===== config.mk =====
export PLATFORM = sky130hd
export DESIGN_NAME = qrs_front
export DESIGN_NICKNAME = d
export VERILOG_FILES = /design/src/qrs_pkg.sv /design/src/qrs_front.sv
export SDC_FILE = /design/constraint.sdc
export NUM_CORES = 2
export LEC_CHECK = 0
export ABC_AREA = 1
export BUFFER_PORTS_ARGS = -buffer_cell sky130_fd_sc_hd__buf_2
export CAP_MARGIN = 20
export CORE_MARGIN = 2
export CORE_UTILIZATION = 47
export CTS_CLUSTER_SIZE = 40
export DETAILED_ROUTE_END_ITERATION = 7
export PLACE_DENSITY = 0.66
export SKIP_CTS_REPAIR_TIMING = 1
export SKIP_LAST_GASP = 1
export SLEW_MARGIN = 5
export SYNTH_ARGS = -nofsm -noshare
export SYNTH_HDL_FRONTEND = slang
export SYNTH_SLANG_ARGS = --single-unit
export TNS_END_PERCENT = 10

===== constraint.sdc =====
create_clock -name clk -period 2.2 [get_ports clk]
set_clock_uncertainty 0.05 [all_clocks]
set_input_delay 0.22 -clock clk [delete_from_list [all_inputs] [get_ports clk]]
set_output_delay 0.22 -clock clk [all_outputs]
set_load 0.005 [all_outputs]

===== src/qrs_pkg.sv =====
package qrs_pkg;

    localparam int KIND_W = 3;
    localparam int ROOT_W = 33;

    typedef enum logic [KIND_W-1:0] {
        KIND_NONE   = 3'd0,
        KIND_DOUBLE = 3'd1,
        KIND_TWO    = 3'd2,
        KIND_LINEAR = 3'd3,
        KIND_CONTRA = 3'd4
    } kind_t;

    localparam logic [ROOT_W-1:0] ROOT_POS_LIM = 33'h0_FFFF_FFFF;
    localparam logic [ROOT_W-1:0] ROOT_NEG_LIM = 33'h1_0000_0000;

endpackage


===== src/qrs_front.sv =====
module qrs_front #(
    parameter int W = 16
) (
    input  logic                  clk,
    input  logic                  rst_n,
    input  logic                  adv,
    input  logic                  in_valid,
    input  logic signed [W-1:0]   coef_a,
    input  logic signed [W-1:0]   coef_b,
    input  logic signed [W-1:0]   coef_c,
    output logic                  out_valid,
    output logic signed [W-1:0]   out_a,
    output logic signed [W-1:0]   out_b,
    output logic signed [W-1:0]   out_c,
    output qrs_pkg::kind_t        out_kind,
    output logic [2*W+1:0]        out_rad
);
    import qrs_pkg::*;

    logic                  v1_reg;
    logic signed [W-1:0]   a1_reg;
    logic signed [W-1:0]   b1_reg;
    logic signed [W-1:0]   c1_reg;
    logic signed [2*W-1:0] bsq_reg;
    logic signed [2*W-1:0] ac_reg;

    logic                  v2_reg;
    logic signed [W-1:0]   a2_reg;
    logic signed [W-1:0]   b2_reg;
    logic signed [W-1:0]   c2_reg;
    kind_t                 kind_reg;
    logic [2*W+1:0]        rad_reg;

    logic signed [2*W+1:0] delta;
    kind_t                 kind_next;
    logic [2*W+1:0]        rad_next;

    assign delta = (2*W+2)'(bsq_reg) - ((2*W+2)'(ac_reg) <<< 2);

    always_comb
    begin
        rad_next = '0;
        if (a1_reg == '0)
        begin
            kind_next = (b1_reg == '0) ? KIND_CONTRA : KIND_LINEAR;
        end
        else if (delta < 0)
        begin
            kind_next = KIND_NONE;
        end
        else
        begin
            kind_next = (delta == '0) ? KIND_DOUBLE : KIND_TWO;
            rad_next  = delta;
        end
    end

    always_ff @(posedge clk or negedge rst_n)
    begin
        if (!rst_n)
        begin
            v1_reg <= 1'b0;
            v2_reg <= 1'b0;
        end
        else if (adv)
        begin
            v1_reg <= in_valid;
            v2_reg <= v1_reg;
        end
    end

    always_ff @(posedge clk)
    begin
        if (adv)
        begin
            a1_reg   <= coef_a;
            b1_reg   <= coef_b;
            c1_reg   <= coef_c;
            bsq_reg  <= coef_b * coef_b;
            ac_reg   <= coef_a * coef_c;
            a2_reg   <= a1_reg;
            b2_reg   <= b1_reg;
            c2_reg   <= c1_reg;
            kind_reg <= kind_next;
            rad_reg  <= rad_next;
        end
    end

    assign out_valid = v2_reg;
    assign out_a     = a2_reg;
    assign out_b     = b2_reg;
    assign out_c     = c2_reg;
    assign out_kind  = kind_reg;
    assign out_rad   = rad_reg;

endmodule


# Word level (Yosys, flattened, before mapping)
# Cells that the tools add are included.
# totals
regBits,199
input_bits,52
out_inout_bits,86
word_cells,24
# classes
add_sub_neg,1
n_mul,2
magnitude_cmp,1
n_mux,4
reduce_logical,4
# op_table
op,count
16-bit by 16-bit multiplier with 32-bit output,2
34-bit logical NOT,1
34-bit by 1-bit less-than comparator with 1-bit output (second input constant),1
32-bit by 34-bit subtractor with 34-bit output,1
16-bit logical NOT,2
3-bit two-way mux,2
2-bit two-way mux,2
2-bit OR reduction,1

# Logic depth before layout (Yosys ltp)
# logic_depth
depth_word,5
ltp_mapped,28
depth_no_buf,26

# Worst setup path before layout
# OpenSTA, ideal clock, no wires.
# synth_path
path_type,input to register
startpoint,input port coef_b[1]
endpoint,"register bsq_reg[28], data pin"
setup_ns,0.262
arrival_time_ns,5.767
required_ns,1.888
path_slack_ns,-3.880
cell_stages,21
n_path_buf,2
cell_sequence,clkbuf_1 > buf_1 > nand2_1 > inv_1 > fa_1 > fa_1 > fa_1 > fa_1 > fa_1 > inv_1 > fa_1 > inv_1 > ha_1 > nand2_1 > nor4_1 > nand2_1 > o211ai_1 > nand3_1 > nand2_1 > a21oi_1 > xor2_1
# synth_between
elab_chain_len,1
# synth_lines
item,line_no,rtl
"start, declared",qrs_front.sv:9,"input logic signed [W-1:0] coef_b,"
16-bit by 16-bit multiplier with 32-bit output,qrs_front.sv:79,bsq_reg <= coef_b * coef_b;
"end signal, assigned",qrs_front.sv:79,
"end, declared",qrs_front.sv:24,logic signed [2*W-1:0] bsq_reg;
# No other way between the ends.
# A chain may end at the register's enable or synchronous reset.

# Worst setup path after layout
# layout_path
startpoint,input port coef_b[15]
endpoint,"register bsq_reg[26], data pin"
# Same word-level chain as after synthesis.

==> results.ini <==
[run_status]
outcome = finished, violations left
violations = negative setup slack

[die]
core_area_um2 = 58900
chipWidth_um = 248
die_height_um = 248
die_area_um2 = 61500
io_pins = 138
rows = 89
initial_core_util_pct = 47.5

[global_route]
grt_max_degree = 60
gr-total-overflow = 0
grt_pass1_vias = 21900
grt_usage_pct = 21.8
antenna_found_initial = 0
grt_pass1_wl_mm = 106

[detailed_routing]
drt-total-wl_mm = 64.0
wl_per_cell_um = 14.1
firstDrtPassIters = 5
detail-route-antenna-nets = 0
dr_total_vias = 21500
drc = 0
drt-initial-drc-count = 1197
via_per_inst = 4.72

[logic_synthesis]
yosys_warnings = 0
async_reset_ff_share_pct = 1.02
synth.area.mux_share_pct = 0
synth_top_area_share_pct = 35.5
synthTopCellsByCount = inv_1, nand2_1, fa_1
synth_area_leaders = fa_1, edfxtp_1, inv_1
synth_top_family_by_area = adder cells
yosysSeqAreaShare_pct = 21.0
syn_avg_cell_area_um2 = 8.93
synth_top_area_cell = fa_1
synth_cells = 3135
synth_flop_cell = edfxtp_1
synth_xor_area_share_pct = 3.03
ys_ff_latch = 196
ys_types = 46
synth_area_um2 = 28000
yosysMostFrequentCell = inv_1
synth-edff-count = 194
synth_simple_gate_area_share_pct = 13.5
synth_fa_ha_area_share_pct = 44.7
synth_compound_area_share_pct = 3.82

[timing]
holdWs_ps = 27.7
setup_viol = 90
rsz0062_at_grt = true
drv_slew = 0
worst_slack_ps = -2980
clock.fmax_mhz = 193
finalCriticalPeriod_ps = 5180
hold_viol = 0
period_share_pct = 236

[setup_path]
slowest_stage = fa_2
cp_num_buf_inv = 7
startpoint_type = input pin
path_common_cell = fa_1
cp_cell_sequence = buf_12, buf_6, nand2_4, inv_4, fa_2, fa_2, fa_1, fa_1, fa_1, inv_1, fa_1, inv_2, ha_4, a21oi_1, o21ai_0, a21oi_1, o211ai_1, buf_4, nand3_2, nand2_2, buf_4, xor2_1
critPathArrivalTime_ps = 5380
worst_path_dominant_cell_family = adder cells
path_max_fanout = 7
required_ps = 2400
cp-end-kind = flip-flop
crit_start = coef_b[15]
slowest_delay_ps = 670
worstReg2RegStart = ac_reg[0]
worstSetupPathType = in2reg

[finish]
multi_input_area_um2 = 19000
diodes = 0
nNetsFinal = 4515
drive_gt1_share_pct = 24.7
syn_to_final_growth_pct = 26.1
largest_register_ffs = 33
fill_cells = 4958
seqCellArea_um2 = 5880

[place]
hpwl_mm = 54.2
routabilityCongestion = 0.885
place.port_buffers = 136

[clocking]
htreeDepth = 4
numCtsBuffers = 17
cts-root-buf = clkbuf_16
cts_tree = built
clock_latency_ps = 510
cts_buffer_depth = 2
clkTransAtPathRegs_ps = 90
clock_sinks = 196

[run]
max_cap_viol_count = 0

[hold_path]
worstHoldStart = coef_a[8]
hold_path_class = in2reg

-- layer usage --
layer  wire length (um)  vias up  track usage, %
li1                   -    10400               -
met1              28600    10500            30.4
met2              31400      441            36.4
met3               2990       57            2.90
met4               1030        0            5.21
met5                  0        -               0
-- cell type report --
type,count,area share [%]
Multi-Input combinational cell,1907,53.9
Sequential cell,196,16.6
Timing Repair Buffer,702,14.9
Inverter,938,10.0
Tap cell,773,2.74
Clock buffer,18,1.22
Clock inverter,14,0.641
-- cell usage in the layout, fill, tap and decap left out, types with 4 or more instances in the layout --
master           n
or2_2            6
a21o_1           6
nor3_2           4
fa_2            18
inv_1          912
a21oi_2         19
xnor2_1         43
nand4_1         13
nand3_1         53
clkinv_8         5
o21ai_1         13
clkbuf_16       17
clkbuf_4         9
ha_1           167
inv_8            4
nand3b_1         6
inv_2           23
nand2_4          4
buf_2          111
a21oi_1         85
buf_12          13
xor2_1          49
nand2_2         36
fa_1           479
nand2_1        619
o21bai_1        13
o21ai_0         31
a31oi_1          5
buf_6           19
edfxtp_1       194
nor3_1          11
ha_4            37
dlygate4sd3_1    5
nor2_1         113
buf_4          544
nor4_1           8
nand3_2          6
nor2_2          28
-- path summary, 6_finish.rpt --
| check | endpoint | slack (ps) | depth (start not counted) |
|---|---|---|---|
| max | bsq_reg[26] | -2980 | 22 |
| max reg2reg | out_kind[1] | -820 | 18 |
| min in group asynchronous | out_valid | 520 | 3 |
| min | a1_reg[8] | 30 | 1 |
| min reg2reg | out_c[0] | 370 | 0 |
| max in group asynchronous | v1_reg | 1450 | 3 |
-- metrics by stage --
stage	instances	setup TNS, ps	setup WS (ps)	util [%]	area [um2]
5_1_grt	4548	-169860	-3150	59.9	35300
6_report	4548	-153580	-2980	59.9	35300
3_3_place_gp	4493	-182370	-3530	57.4	33800
3_5_place_dp	4493	-184340	-3590	57.4	33800
2_1_floorplan	3136	-146610	-3290	-	28700
4_1_cts	4525	-155260	-3050	58.5	34500
-- logic make-up after synthesis --
kind of cell    after synthesis
compound gates              188
xor+xnor                     96
fa+ha+maj                   701
buf+inv                    1033
flops                       196
other cells                   1
simple gates                920
Power is not shown: default switching activity piles up to over one toggle a cycle in this logic, so the estimate is an artifact.
