$ cat src/qrs_div.sv
module qrs_div #(
    parameter int NW = 34,
    parameter int DW = 17,
    parameter int TW = 4
) (
    input  logic          clk,
    input  logic          rst_n,
    input  logic          adv,
    input  logic          in_valid,
    input  logic [NW-1:0] num,
    input  logic [DW-1:0] den,
    input  logic [TW-1:0] in_tag,
    output logic          out_valid,
    output logic [NW-1:0] quo,
    output logic [TW-1:0] out_tag
);
    logic [DW-1:0] rem_reg [NW];
    logic [NW-1:0] q_reg   [NW];
    logic [DW-1:0] den_reg [NW];
    logic [TW-1:0] tag_reg [NW];
    logic          v_reg   [NW];

    for (genvar k = 0; k < NW; k++)
    begin : g_step
        logic [DW-1:0] rem_in;
        logic [NW-1:0] q_in;
        logic [DW-1:0] d_in;
        logic [TW-1:0] tag_in;
        logic          v_in;
        logic [DW:0]   trial;
        logic          fit;

        if (k == 0)
        begin : g_first
            assign rem_in = '0;
            assign q_in   = num;
            assign d_in   = den;
            assign tag_in = in_tag;
            assign v_in   = in_valid;
        end
        else
        begin : g_rest
            assign rem_in = rem_reg[k-1];
            assign q_in   = q_reg[k-1];
            assign d_in   = den_reg[k-1];
            assign tag_in = tag_reg[k-1];
            assign v_in   = v_reg[k-1];
        end

        assign trial = {rem_in, q_in[NW-1]};
        assign fit   = trial >= {1'b0, d_in};

        always_ff @(posedge clk or negedge rst_n)
        begin
            if (!rst_n)
                v_reg[k] <= 1'b0;
            else if (adv)
                v_reg[k] <= v_in;
        end

        always_ff @(posedge clk)
        begin
            if (adv)
            begin
                rem_reg[k] <= fit ? DW'(trial - {1'b0, d_in}) : trial[DW-1:0];
                q_reg[k]   <= {q_in[NW-2:0], fit};
                den_reg[k] <= d_in;
                tag_reg[k] <= tag_in;
            end
        end
    end

    assign out_valid = v_reg[NW-1];
    assign quo       = q_reg[NW-1];
    assign out_tag   = tag_reg[NW-1];

endmodule

$ cat config.mk
export PLATFORM = sky130hd
export DESIGN_NAME = qrs_div
export DESIGN_NICKNAME = d
export VERILOG_FILES = /design/src/qrs_div.sv
export SDC_FILE = /design/constraint.sdc
export NUM_CORES = 2
export LEC_CHECK = 0
export BUFFER_PORTS_ARGS = -buffer_cell sky130_fd_sc_hd__buf_2
export CAP_MARGIN = 20
export CORE_ASPECT_RATIO = 0.7
export CORE_MARGIN = 2
export CORE_UTILIZATION = 65
export CTS_CLUSTER_SIZE = 25
export DETAILED_ROUTE_END_ITERATION = 6
export GPL_TIMING_DRIVEN = 0
export PLACE_DENSITY = 0.91
export REMOVE_ABC_BUFFERS = 1
export SETUP_SLACK_MARGIN = 0.05
export SLEW_MARGIN = 20
export SYNTH_ARGS = -nofsm -noshare
export SYNTH_HDL_FRONTEND = slang
export SYNTH_SLANG_ARGS = --single-unit
$ cat constraint.sdc
create_clock -name clk -period 7.5 [get_ports clk]
set_clock_uncertainty 0.1 [all_clocks]
set_input_delay 0.375 -clock clk [delete_from_list [all_inputs] [get_ports clk]]
set_output_delay 0.375 -clock clk [all_outputs]
set_load 0.03 [all_outputs]
; ---- Yosys cells after proc, flatten, opt, wreduce, memory -nomap -nowiden
; Memory sizes are Yosys's and may differ from the RTL's.
; Index checks and enable logic that the tools add are counted.
[totals]
register_bits = 34
mem_bits_rw = 2448
input_bits = 59
out_inout_bits = 39
wordCells = 142
n_memories = 4
[classes]
addsub = 34
magnitude_cmp = 34
n_mux = 36
[memory_table]
columns = name, words, word_bits, rd, rd_clocked_by_memory_dff, wr, line_no
row1 = q_reg, 34, 34, 34, 0, 34, 18  ; logic [NW-1:0] q_reg [NW];
row2 = den_reg, 34, 17, 33, 0, 34, 19  ; logic [DW-1:0] den_reg [NW];
row3 = rem_reg, 34, 17, 33, 0, 34, 17  ; logic [DW-1:0] rem_reg [NW];
row4 = tag_reg, 34, 4, 34, 0, 34, 20  ; logic [TW-1:0] tag_reg [NW];
[op_table]
columns = cell, count
row1 = 18-bit by 17-bit greater-or-equal comparator with 1-bit output, 33
row2 = 17-bit 2-to-1 mux, 34
row3 = 17-bit subtractor, 33
row4 = 1-bit by 17-bit greater-or-equal comparator with 1-bit output, 1
row5 = 1-bit by 17-bit subtractor with 17-bit output, 1
row6 = 1-bit 2-to-1 mux, 2

; ---- Logic depth before layout (Yosys ltp)
; An unclocked memory read counts as a cell.
[logic_depth]
depth_word = 3
depth_mapped = 14
ltp_nobuf = 12

; ---- Worst setup path before layout
; Ideal clock, no wire load.
[synth_path]
path_kind = reg-to-reg
startpoint = memory q_reg[12][33]
endpoint = memory rem_reg[13][10], data pin
setup_time_ns = 0.260
arrival_time_ns = 3.124
required_ns = 7.140
slack_ns = 4.016
path_stages_with_launch = 14
n_path_buf = 1
synth_period_minus_slack_ns = 3.484
cell_sequence = edfxtp_1 > inv_1 > ha_1 > inv_1 > fa_1 > a211oi_1 > o21ai_0 > a31oi_1 > nor2_1 > o31ai_1 > nand3b_1 > a211oi_4 > buf_2 > mux2_2
[synth_lines]
columns = item, line_no
row1 = from (decl), 18
row2 = to (decl), 17

==> flow_summary.ini <==
[setup_path]
reg2reg_from = q_reg[4][33]
reg2reg_depth = 14
cp.arrival_ns = 5.34
reg2reg_to = rem_reg[5][1]
r2r_slack_ns = 2.67
cp-startpoint = q_reg[4][33]
critPathKind = flip-flop to flip-flop
start_kind = flip-flop
cp-end-kind = flip-flop
required_ns = 8.01
cp-endpoint = rem_reg[5][1]
critPathMaxFanout = 9

[final_layout]
largest_reg_flops = 1156
drive_above_1_share_pct = 10.1
fin_util_pct = 72.4
area_delta_synth_final_pct = 10.9
nNetsFinal = 8285
num_antenna_cells = 0

[cts]
clock-sinks = 2448
cts_made_buffers = 213
cts_max_level = 4
clock_path_buffers = 3
cts-root-buf = clkbuf_16
cts_setup_buffers = 0
cts_tree = yes
clk_pin_slew_ns = 0.07
clk_latency_ns = 0.87

[power]
clkPwrFrac_pct = 24.5
ir_drop_mv = 0.358
leakagePower_nw = 45.5
p_int_mw = 32.1
p_sw_mw = 15.7
p_seq_share_pct = 41.6
switching_share_pct = 32.9
power_density_mw_per_mm2 = 406
p_comb_share_pct = 33.9

[sta]
final-setup-viol-count = 0
timing.final.crit_share_pct = 64.4
slew_violations = 0
rsz0062_at_grt = no
fin_tns_setup_ns = 0
relSlewSlack_pct = 26.1
tightest_slew_ns = 1.11
layout_min_cycle_time_ns = 4.83
fmax_ghz = 0.207
worst_slack_ns = 2.67
hold_violations = 0

[routing]
ant_nets = 0
drc = 9
wl_per_cell_um = 19.9
via_per_inst = 6.01
wl_mm = 198
vias = 59900
drt_iter0_markers = 6132
first_pass_iters = 7

[floorplan]
placementRows = 124
die_w_um = 488
die-height_um = 343
start_util_pct = 65.3
die-area_mm2 = 0.167
ios = 98
core_mm2 = 0.163

[grt]
grt_pass1_vias = 59800
grt_max_degree = 163
track_usage_pct = 23.7
antenna_found_initial = 3
grt_first_pass_wirelength_mm = 316
grt_overflow = 0

[placement]
dp_slack_ns = 2.97
post-dp-hpwl_mm = 128
io_buffer_count = 97
gp_congestion = 0.907

[flow_run]
cap_violations = 0

[logic_synthesis]
yosysTopAreaCell = edfxtp_1
yosysTopAreaCellShare_pct = 68.1
ys.flop_type = edfxtp_1
synth_cell_types = 85
synth_async_sr_flop_share_pct = 1.39
synth-edff-count = 2414
synthCells = 7323
syn_avg_cell_area_um2 = 14.5
synthTopCellsByArea = edfxtp_1 68%, ha_1 6.6%, mux2_2 2.6%
synth_seq_area_share_pct = 68.9
ys_ff_latch = 2448
synthesis.area_mm2 = 0.106
yosysMostFrequentCell = edfxtp_1
synthTopCellsByCount = 2414 x edfxtp_1, 710 x inv_1, 563 x ha_1, 452 x a21oi_1, 442 x nand2_1
ys_warn_count = 0

[run_status]
status = finished, violations left
violations = design-rule violations

[hold_path]
hold_class = input pin to asynchronous set/reset pin
critical path, cell delays in order, from the launching register on:
cell       delay [ns]
edfxtp_1         0.38
inv_1            0.09
ha_1             0.18
inv_1            0.06
fa_1             0.45
a211oi_1         0.50
o21ai_0          0.24
a21o_1           0.29
o211ai_1         0.27
a21oi_1          0.13
a2111oi_2        0.76
buf_2            0.33
buf_2            0.23
buf_2            0.23
mux2_2           0.35
how the worst min path moves through the flow:
stage	endpoint	slack (ns)	depth (start not counted)
after CTS	g_step[3].v_in	0.009	2
final	g_step[6].v_in	0.08	2
after floorplan	g_step[10].v_in	-0.02	0
after detailed placement	q_reg[10][1]	0.30	0
after global placement	tag_reg[5][3]	0.30	0
after global routing	q_reg[0][33]	0.08	2
cells by family (layout without fill, tap and decap cells):
group | after synthesis | in the layout | synth area share [%]
flip-flops | 2448 | 2448 | 68.9
AO/OA/AOI/OAI | 1570 | 1570 | 9.33
AND/OR/NAND/NOR | 1191 | 1191 | 5.12
buffers and inverters | 805 | 1300 | 2.88
adder cells (fa/ha/maj) | 595 | 595 | 7.22
XOR/XNOR | 434 | 434 | 3.57
multiplexers | 280 | 280 | 2.97
layer usage:
layer | GRT usage, % | wire [um] | vias to the layer above
li1 | - | - | 27900
met5 | 0 | 27 | -
met3 | 3.83 | 11800 | 472
met2 | 39.9 | 98400 | 2179
met1 | 31.8 | 82100 | 29400
met4 | 7.85 | 6170 | 4
power groups by stage:
| stage | clock network [mW] | registers [mW] | logic, mW |
|---|---|---|---|
| final | 11.7 | 19.9 | 16.2 |
| after global routing | 12.4 | 20.1 | 17.9 |
| after CTS | 11.9 | 19.9 | 16.0 |
| after detailed placement | 0 | 20.1 | 15.6 |
| after global placement | 0 | 21.0 | 14.7 |
| after floorplan | 0 | 19.5 | 11.9 |
placed cells by master (no fill, tap or decap), types with 23 or more instances in the layout:
master         instances
ha_1                 563
inv_1                710
o211ai_1              31
clkinv_1              27
a31oi_1               38
nand2b_1              55
clkbuf_1              35
nand3_1               57
a211o_1               23
mux2_2               250
nor2_1               307
nand2_1              442
and3_1                34
dfrtp_1               34
nand4_1               61
clkinv_2              32
o21bai_1              76
a21o_1               204
o31ai_1               31
fa_1                  32
edfxtp_1            2414
xnor2_1              239
clkbuf_16            213
bufinv_16             38
nor3_1                99
a211oi_1              51
o21ai_0              423
a21oi_1              447
o21a_1                62
dlygate4sd3_1         58
buf_2                 99
xor2_1               195
nor2b_1               44
clkinvlp_4            23
stage by stage:
| step | total power [mW] | hold WS [ns] | instances | instance area [um2] |
|---|---|---|---|---|
| 6_report | 47.9 | 0.0827 | 9960 | 118000 |
| 3_3_place_gp | 35.6 | 0.300 | 9470 | 109000 |
| 4_1_cts | 47.8 | 0.00867 | 9959 | 118000 |
| 5_1_grt | 50.4 | 0.0760 | 9960 | 118000 |
| 3_5_place_dp | 35.7 | 0.305 | 9499 | 110000 |
| 2_1_floorplan | 31.4 | -0.0206 | 7231 | 106000 |
layout make-up:
class,count,area (um2)
Tap cell,2142,2680
Clock buffer,251,5500
Timing Repair Buffer,185,1670
Sequential cell,2448,73300
Clock inverter,151,2050
Inverter,713,2680
Multi-Input combinational cell,4070,30100
Fill cell,9606,44900
what timing repair did:
| item | CTS | global route |
|---|---|---|
| hold buffers | 58 | 0 |
| endpoints found under the hold margin | 208 | 0 |
| resized for setup | 0 | 0 |
No activity file was read; power rests on OpenSTA's default activity.
