### src/qrs_sqrt.sv
module qrs_sqrt #(
    parameter int SW = 17,
    parameter int TW = 8
) (
    input  logic            clk,
    input  logic            rst_n,
    input  logic            adv,
    input  logic            in_valid,
    input  logic [2*SW-1:0] rad,
    input  logic [TW-1:0]   in_tag,
    output logic            out_valid,
    output logic [SW-1:0]   root,
    output logic [TW-1:0]   out_tag
);
    localparam int RW = 2 * SW;

    logic [SW:0]    rem_reg  [SW];
    logic [SW-1:0]  root_reg [SW];
    logic [RW-1:0]  x_reg    [SW];
    logic [TW-1:0]  tag_reg  [SW];
    logic           v_reg    [SW];

    for (genvar k = 0; k < SW; k++)
    begin : g_step
        logic [SW:0]   rem_in;
        logic [SW-1:0] root_in;
        logic [RW-1:0] x_in;
        logic [TW-1:0] tag_in;
        logic          v_in;
        logic [SW+2:0] rem_sh;
        logic [SW+2:0] trial;
        logic          fit;

        if (k == 0)
        begin : g_first
            assign rem_in  = '0;
            assign root_in = '0;
            assign x_in    = rad;
            assign tag_in  = in_tag;
            assign v_in    = in_valid;
        end
        else
        begin : g_rest
            assign rem_in  = rem_reg[k-1];
            assign root_in = root_reg[k-1];
            assign x_in    = x_reg[k-1];
            assign tag_in  = tag_reg[k-1];
            assign v_in    = v_reg[k-1];
        end

        assign rem_sh = {rem_in, x_in[RW-1:RW-2]};
        assign trial  = (SW+3)'({root_in, 2'b01});
        assign fit    = rem_sh >= trial;

        always_ff @(posedge clk or negedge rst_n)
        begin
            if (!rst_n)
                v_reg[k] <= 1'b0;
            else if (adv)
                v_reg[k] <= v_in;
        end

        always_ff @(posedge clk)
        begin
            if (adv)
            begin
                rem_reg[k]  <= fit ? (SW+1)'(rem_sh - trial) : rem_sh[SW:0];
                root_reg[k] <= {root_in[SW-2:0], fit};
                x_reg[k]    <= x_in << 2;
                tag_reg[k]  <= tag_in;
            end
        end
    end

    assign out_valid = v_reg[SW-1];
    assign root      = root_reg[SW-1];
    assign out_tag   = tag_reg[SW-1];

endmodule

### config.mk
export PLATFORM = sky130hd
export DESIGN_NAME = qrs_sqrt
export DESIGN_NICKNAME = d
export VERILOG_FILES = /design/src/qrs_sqrt.sv
export SDC_FILE = /design/constraint.sdc
export NUM_CORES = 1
export LEC_CHECK = 0
export BUFFER_PORTS_ARGS = -buffer_cell sky130_fd_sc_hd__buf_2
export CAP_MARGIN = 20
export CORE_MARGIN = 2
export CORE_UTILIZATION = 25
export DETAILED_ROUTE_END_ITERATION = 10
export SLEW_MARGIN = 30
export SYNTH_ARGS = -nofsm -noshare
export SYNTH_HDL_FRONTEND = slang
export SYNTH_SLANG_ARGS = --single-unit
export TNS_END_PERCENT = 30
### constraint.sdc
create_clock -name clk -period 3.06 [get_ports clk]
set_input_delay 0.153 -clock clk [delete_from_list [all_inputs] [get_ports clk]]
set_output_delay 0.153 -clock clk [all_outputs]
set_load 0.01 [all_outputs]
## Word-level counts from Yosys, hierarchy flattened

Memory sizes are Yosys's and may differ from the RTL's.
Index checks and enable logic that the tools add are counted.
W data, S select, Z words.

| cells by class | value |
|---|---|
| add/subtract/negate cells | 17 |
| multiplexer cells | 19 |
| order comparisons | 17 |

Operator list:

| cell | number |
|---|---|
| $ge A20 B19 Y1 | 16 |
| $mux W18 | 17 |
| $sub A18 B18 Y18 | 16 |
| $sub A2 B1 Y3 const B | 1 |
| $ge A2 B1 Y1 const B | 1 |
| $mux W1 | 2 |

| word-level totals | value |
|---|---|
| memories kept | 4 |
| output and inout port bits | 26 |
| RAM bits | 1275 |
| flip-flop bits (word level) | 17 |
| logic and storage cells | 74 |
| bits of input ports | 46 |

Memory list:

| name | words | width | rd ports | clocked after memory_dff | write ports | RTL line | RTL |
|---|---|---|---|---|---|---|---|
| x_reg | 17 | 32 | 16 | 0 | 17 | 19 | `logic [RW-1:0] x_reg [SW];` |
| rem_reg | 17 | 18 | 16 | 0 | 17 | 17 | `logic [SW:0] rem_reg [SW];` |
| root_reg | 17 | 17 | 17 | 0 | 17 | 18 | `logic [SW-1:0] root_reg [SW];` |
| tag_reg | 17 | 8 | 17 | 0 | 17 | 20 | `logic [TW-1:0] tag_reg [SW];` |

## Depth between registers and ports, before layout

Gate-level depths: netlist of the first run.
An unclocked memory read counts as a cell.

| depth | value |
|---|---|
| depth in word-level cells | 3 |
| gate-level depth with buffers | 12 |
| mapped depth without buffers | 10 |

## Least setup slack after synthesis of the first run

OpenSTA, ideal clock, no wires.

| timing path | value |
|---|---|
| path type | flip-flop to flip-flop |
| start point | mem rem_reg[0][255] (netlist bit) |
| end point | mem rem_reg[0][286] (netlist bit) (data pin) |
| period minus slack after synthesis | 2.657 ns |
| arrival | 2.397 ns |
| library setup time | 0.260 ns |
| path slack | 0.403 ns |
| data required time | 2.800 ns |
| stages on the path, launching flop included | 10 |
| path buffers | 2 |
| cell sequence | edfxtp_1 > ha_1 > a211oi_1 > nor2_1 > or3_1 > clkbuf_1 > a211o_1 > a21oi_2 > buf_4 > mux2_2 |

RTL lines:

| item | RTL line |
|---|---|
| from (decl) | 17 |

==> results of run 1 <==
==> worst register-to-register path: stages, from the launching register on <==
cell and delay [ns]:
edfxtp_1 0.41, ha_1 0.37, nor2b_1 0.15, o21ai_0 0.15, nand2b_1 0.13, a21oi_1 0.42
and3_1 0.39, inv_1 0.27, a21oi_1 0.36
==> cells in the mapped netlist (10+ instances only) <==
cell	count
o211ai_1	16
mux2i_1	10
nand3_1	42
clkbuf_1	21
nor2b_1	18
nor3_1	58
a21oi_1	129
or4_1	11
or2_2	12
xor2_1	92
nor2_1	133
inv_1	204
nand2_1	159
mux2_2	36
edfxtp_1	829
ha_1	171
or3_1	23
o21ai_0	149
nand4_1	25
o21a_1	34
and3_1	10
dfrtp_1	17
a211oi_1	22
nand2b_1	33
a21o_1	36
nor4_1	26
xnor2_1	114
buf_2	13
==> power groups by stage <==
stage | Clock [uW] | Combinational, uW | Sequential (uW)
final | 11400 | 3970 | 14900
after global routing | 12400 | 4490 | 15100
after CTS | 12000 | 3990 | 15000
after detailed placement | 0 | 3920 | 15200
after global placement | 0 | 3850 | 15200
after floorplan | 0 | 2900 | 15000
==> per-layer routing <==
layer	GRT usage, %	vias up	wire (um)
met2	13.9	346	29400
li1	-	9995	-
met5	0	-	0
met1	8.68	9304	24200
met3	1.99	181	2370
met4	4.36	0	3000
==> layout make-up <==
class,count,area share (%)
flip-flops and latches,846,58.6
multi-input cells,1470,23.6
clock buffers,109,5.67
well taps,1917,5.55
repair buffers,168,3.04
inverters,205,1.78
clock inverters,67,1.78
==> final timing paths <==
path / startpoint / to / cells past startpoint / slack, ns
worst max-delay path: rem_reg[0][90] / rem_reg[0][112] / 8 / 0.19
worst min-delay path: rad[24] / x_reg[0][24] / 2 / 0.15
worst max register to register: rem_reg[0][90] / rem_reg[0][112] / 8 / 0.19
worst min register to register: x_reg[0][4] / x_reg[0][38] / 0 / 0.39
max in group asynchronous: rst_n / g_step[7].v_in / 3 / 2.04
min in group asynchronous: rst_n / g_step[1].v_in / 3 / 0.57
==> cells by family (layout without fill, tap and decap cells) <==
| family | count (synthesis) | count (layout) | synth area share (%) |
|---|---|---|---|
| fa+ha+maj | 171 | 171 | 5.86 |
| buf+inv | 245 | 549 | 2.63 |
| mux | 46 | 46 | 1.39 |
| xor+xnor | 206 | 206 | 4.95 |
| other cells | 1 | 1 | 0.0103 |
| flops | 846 | 846 | 69.4 |
| simple gates | 583 | 583 | 7.87 |
| compound gates | 463 | 463 | 7.89 |
==> what timing repair did <==
item                       4_1_cts  5_1_grt
hold buffers                    48        0
hold endpoints to repair       146        0
setup endpoints to repair        0        3
resized for setup                0        1
==> metrics by stage <==
stage          instance area [um2]  std cells  worst slack (ns)  utilization, %  hold WS [ns]
2_1_floorplan                36500       2561             0.403               -        -0.143
3_3_place_gp                 39500       4558             0.215            27.2        0.0806
3_5_place_dp                 39500       4558             0.146            27.2        0.0843
4_1_cts                      43200       4782             0.144            29.8        0.0719
5_1_grt                      43200       4782          0.000269            29.8         0.102
6_report                     43200       4782             0.195            29.8         0.154
==> flow_summary.toml, run 1 <==
[floorplanning]
die_w_um = 386
ios = 72
core_um2 = 145000
die_h_um = 386
rows = 140
initial_utilization_pct = 25.1
dieArea_um2 = 149000

[critical_path]
worstSetupEndpointType = "flop"
critPathTopFamily = "compound AO/OA/AOI/OAI gates"
cpPeakStageDelay_ns = 0.41
worst-setup-path-type = "reg -> reg"
crit_required_ns = 3.54
cp-start-kind = "flop"
worstPathArrival_ns = 3.34
path_max_fanout = 12
cp_common_cell = "a21oi_1"
worst_path_max_delay_cell = "edfxtp_1"
path_cells = "ha_1, nor2b_1, o21ai_0, nand2b_1, a21oi_1, and3_1, inv_1, a21oi_1"
cp_num_buf_inv = 1

[logic_synthesis]
synth.avg_cell_area_um2 = 14.2
synth_area_leader_cell = "edfxtp_1"
synthArstFlopShare_pct = 2.01
synth_top_area_share_pct = 68.2
synth-seq-cells = 846
yosys-top-cells-area = "edfxtp_1 (68%), ha_1 (5.9%), xnor2_1 (2.7%), xor2_1 (2.2%), inv_1 (2.1%)"
syn_inst = 2561
synth_edf_count = 829
ys_types = 73
synthFlopType = "edfxtp_1"
yosysSeqAreaShare_pct = 69.4
yosysWarnings = 0
synth_area_um2 = 36500
syn-num-nets = 2778

[timing]
maxSlewViolCount = 0
max_slew.worst_pin.slew_ns = 0.709
fin_tns_setup_ns = 0
fin_crit_sh_pct = 93.6
rsz0062_at_grt = "no"
hold_viol_final = 0
max_freq_ghz = 0.349
fin_crit_ns = 2.87
maxSlewHeadroom_pct = 52.6
setup_viol = 0
skew_ns = 0.0385

[place]
dpl.hpwl_um = 39700
gp_congestion = 0.845
io_buffers = 71

[detailed_routing]
drt-pass1-iter-count = 5
viasPerCell = 4.15
wl_per_cell_um = 12.3
drt-total-wl_um = 59000
num_vias = 19800
antenna_left = 0
drtIter0Drc = 1253
drc = 0

[final_layout]
fin_nets = 3004
area_delta_synth_final_pct = 18.5
drive_above_1_share_pct = 11.3
nFillCells = 14400
multi_input_comb_area_um2 = 10200
final_common_cell = "edfxtp_1"
layout_common_cells = "edfxtp_1 (829), inv_1 (204), ha_1 (171)"
seq_area_um2 = 25300
largest_register_ffs = 272
antennaDiodeCount = 0

[min_path]
hold_path.class = "in -> reg"

[pwr]
leakage_uw = 0.0159
switchingPower_uw = 7580
power_density_nw_per_um2 = 702
p_seq_share_pct = 49.2
p_int_uw = 22800
finalPower_uw = 30300
pwr-share-comb_pct = 13.1
peakVddDrop_uv = 473
pwr-share-clk_pct = 37.7
swShare_pct = 25.0

[global_routing]
grt_pass1_vias = 20000
grt_pass1_wl_um = 96500
antenna_found_initial = 0
grt_overflow_total = 0
grt_usage_pct = 7.91
grt_max_degree = 96

[clock_tree]
post-cts-setup-buffers = 0
clock_sinks = 846
clock-root-buffer = "clkbuf_16"
clkTransAtPathRegs_ns = 0.06
cts_tree = "built"
clock_insertion_delay_worst_skew_ns = 0.71
numCtsBuffers = 96
htree_levels = 3
clk_path_buf_depth = 3

[outcome]
status = "finished clean"

[flow_run]
drv_cap = 0
Note: power is estimated with default switching activity, not from simulation.
==> run 2, diff against run 1 <==
--- a/config.mk
+++ b/config.mk
@@ -7,6 +7,7 @@
 export LEC_CHECK = 0
 export BUFFER_PORTS_ARGS = -buffer_cell sky130_fd_sc_hd__buf_2
 export CAP_MARGIN = 20
+export CORE_ASPECT_RATIO = 1.75
 export CORE_MARGIN = 2
 export CORE_UTILIZATION = 25
 export DETAILED_ROUTE_END_ITERATION = 10
==> run 2 against run 1 <==
Setup slack worse by 0.038 ns. Largest power group unchanged. Core utilization is 0.072 points higher. Via count is 1.5% higher. Die area hardly changed. Largest cell class unchanged. Clock-buffer cell count is 4 lower. Maximum frequency is 1.3% lower. Highest routed layer unchanged. Non-clock buffer count is 43 higher. Worst hold slack better by 0.055 ns. Sequential cell count stayed put. Register-to-register slack worse by 0.04 ns. Sequential power hardly changed. Routed wire length is 6.9% higher.
==> flow_summary.toml, run 2 (synthesized netlist as in run 1, its figures left out) <==
[global_routing]
grt_usage_pct = 8.39
grt_pass1_wl_um = 102000
antenna_found_initial = 0
grt_pass1_vias = 21100
grt_overflow_total = 0
grt_max_degree = 84

[timing]
max_slew.worst_pin.slew_ns = 0.742
max_freq_ghz = 0.344
maxSlewHeadroom_pct = 49.2
fin_crit_ns = 2.90
fin_tns_setup_ns = 0
skew_ns = 0.0347
hold_viol_final = 0
setup_viol = 0
fin_crit_sh_pct = 94.9
rsz0062_at_grt = "no"
maxSlewViolCount = 0

[place]
dpl.hpwl_um = 45400
gp_congestion = 0.874
dp.cells = 4555
io_buffers = 71

[final_layout]
drive_above_1_share_pct = 12.0
multi_input_comb_area_um2 = 10200
antennaDiodeCount = 0
largest_register_ffs = 272
finalNonFillerCells = 4765
fin_util_pct = 29.8
nFillCells = 14300
area_delta_synth_final_pct = 18.7
fin_nets = 3042
layout_common_cells = "edfxtp_1 (829), inv_1 (204), ha_1 (171)"
seq_area_um2 = 25300
final_common_cell = "edfxtp_1"

[floorplanning]
initial_utilization_pct = 25.1
dieArea_um2 = 149000
rows = 185
die_h_um = 509
die_w_um = 293
core_um2 = 145000
ios = 72

[clock_tree]
clock-root-buffer = "clkbuf_16"
post-cts-setup-buffers = 0
clock_insertion_delay_worst_skew_ns = 0.65
numCtsBuffers = 91
clock_sinks = 846
htree_levels = 3
cts_tree = "built"
clk_path_buf_depth = 3
clkTransAtPathRegs_ns = 0.06

[min_path]
hold_path.class = "in -> reg"

[critical_path]
ff2ff_setup_slack_ns = 0.16
worstSetupEndpointType = "flop"
rr_startpoint = "rem_reg[0][92]"
crit_required_ns = 3.45
crit_path_end = "rem_reg[0][114]"
worstReg2RegEnd = "rem_reg[0][114]"
cp-start-kind = "flop"
crit_path_start = "rem_reg[0][92]"
worst-setup-path-type = "reg -> reg"
path_max_fanout = 12
rr_worst_depth = 8
worstPathArrival_ns = 3.30

[flow_run]
drv_cap = 0

[detailed_routing]
drtIter0Drc = 834
drt-pass1-iter-count = 5
num_vias = 20100
wl_per_cell_um = 13.2
drt-total-wl_um = 63100
antenna_left = 0
viasPerCell = 4.22
drc = 0

[outcome]
status = "finished clean"

[pwr]
leakage_uw = 0.0161
power_density_nw_per_um2 = 683
peakVddDrop_uv = 469
## run 2: changes by cell type in the layout (fill, tap and decap cells not counted), moves of 2 or more
cell        change
bufinv_16       -3
buf_4          +32
clkinv_16       -3
buf_12         +12
clkinv_1       +10
clkinv_4        -2
clkbuf_16       -5
clkinv_2        -6
clkinvlp_4      -4
## run 2: repair_timing
action / 4_1_cts / 5_1_grt
hold endpoints to repair: 104 / 0
endpoints found under the setup margin: 0 / 13
hold buffers: 47 / 0
gates resized for setup: 0 / 4
## run 2: critical path: stages, from the launching register on
cell and delay (ns):
edfxtp_1 0.47, ha_1 0.44, nand2_1 0.07, nor2_1 0.24
nand4_1 0.15, and3_1 0.23, and3_1 0.26, inv_1 0.39
mux2_2 0.39
## run 2: how the worst min path moves through the flow
stage / start / end / cells past startpoint / slack, ns
floorplan: rst_n / g_step[10].v_in / 0 / -0.14
global placement: rst_n / out_valid / 1 / 0.08
detailed placement: rst_n / g_step[15].v_in / 1 / 0.09
CTS: rad[9] / x_reg[0][9] / 2 / 0.15
global route: rad[17] / x_reg[0][17] / 2 / 0.18
finish: rad[4] / x_reg[0][4] / 2 / 0.21
## run 2: report_power, final
part	internal (uW)	leakage, uW	switching [uW]	total, uW
clock network	6060	0.00139	4420	10500
logic	1880	0.00649	2290	4180
registers	14300	0.00817	650	14900
## run 2: cell type report
cell class	count	share of cell area, %
Tap cell	1870	5.40
Multi-Input combinational cell	1470	23.6
Inverter	205	1.78
Clock buffer	105	5.38
Timing Repair Buffer	211	4.12
Clock inverter	58	1.25
Sequential cell	846	58.5
## run 2: per-layer routing
layer / wire, um / global-route usage [%] / vias up
li1: - / - / 10100
met1: 21400 / 7.35 / 9522
met2: 36400 / 17.4 / 365
met3: 2300 / 1.65 / 182
met4: 3010 / 4.45 / 0
met5: 0 / 0 / -
## run 2: per-stage QoR
step | cell area (um2) | hold slack, ns | worst slack (ns) | power (uW)
after floorplan | 36500 | -0.143 | 0.403 | 17900
after global placement | 40000 | 0.0795 | 0.108 | 19200
after detailed placement | 40000 | 0.0856 | 0.0778 | 19300
after CTS | 43300 | 0.151 | 0.0445 | 30000
after global routing | 43300 | 0.175 | 0.0328 | 31000
final | 43300 | 0.209 | 0.156 | 29600
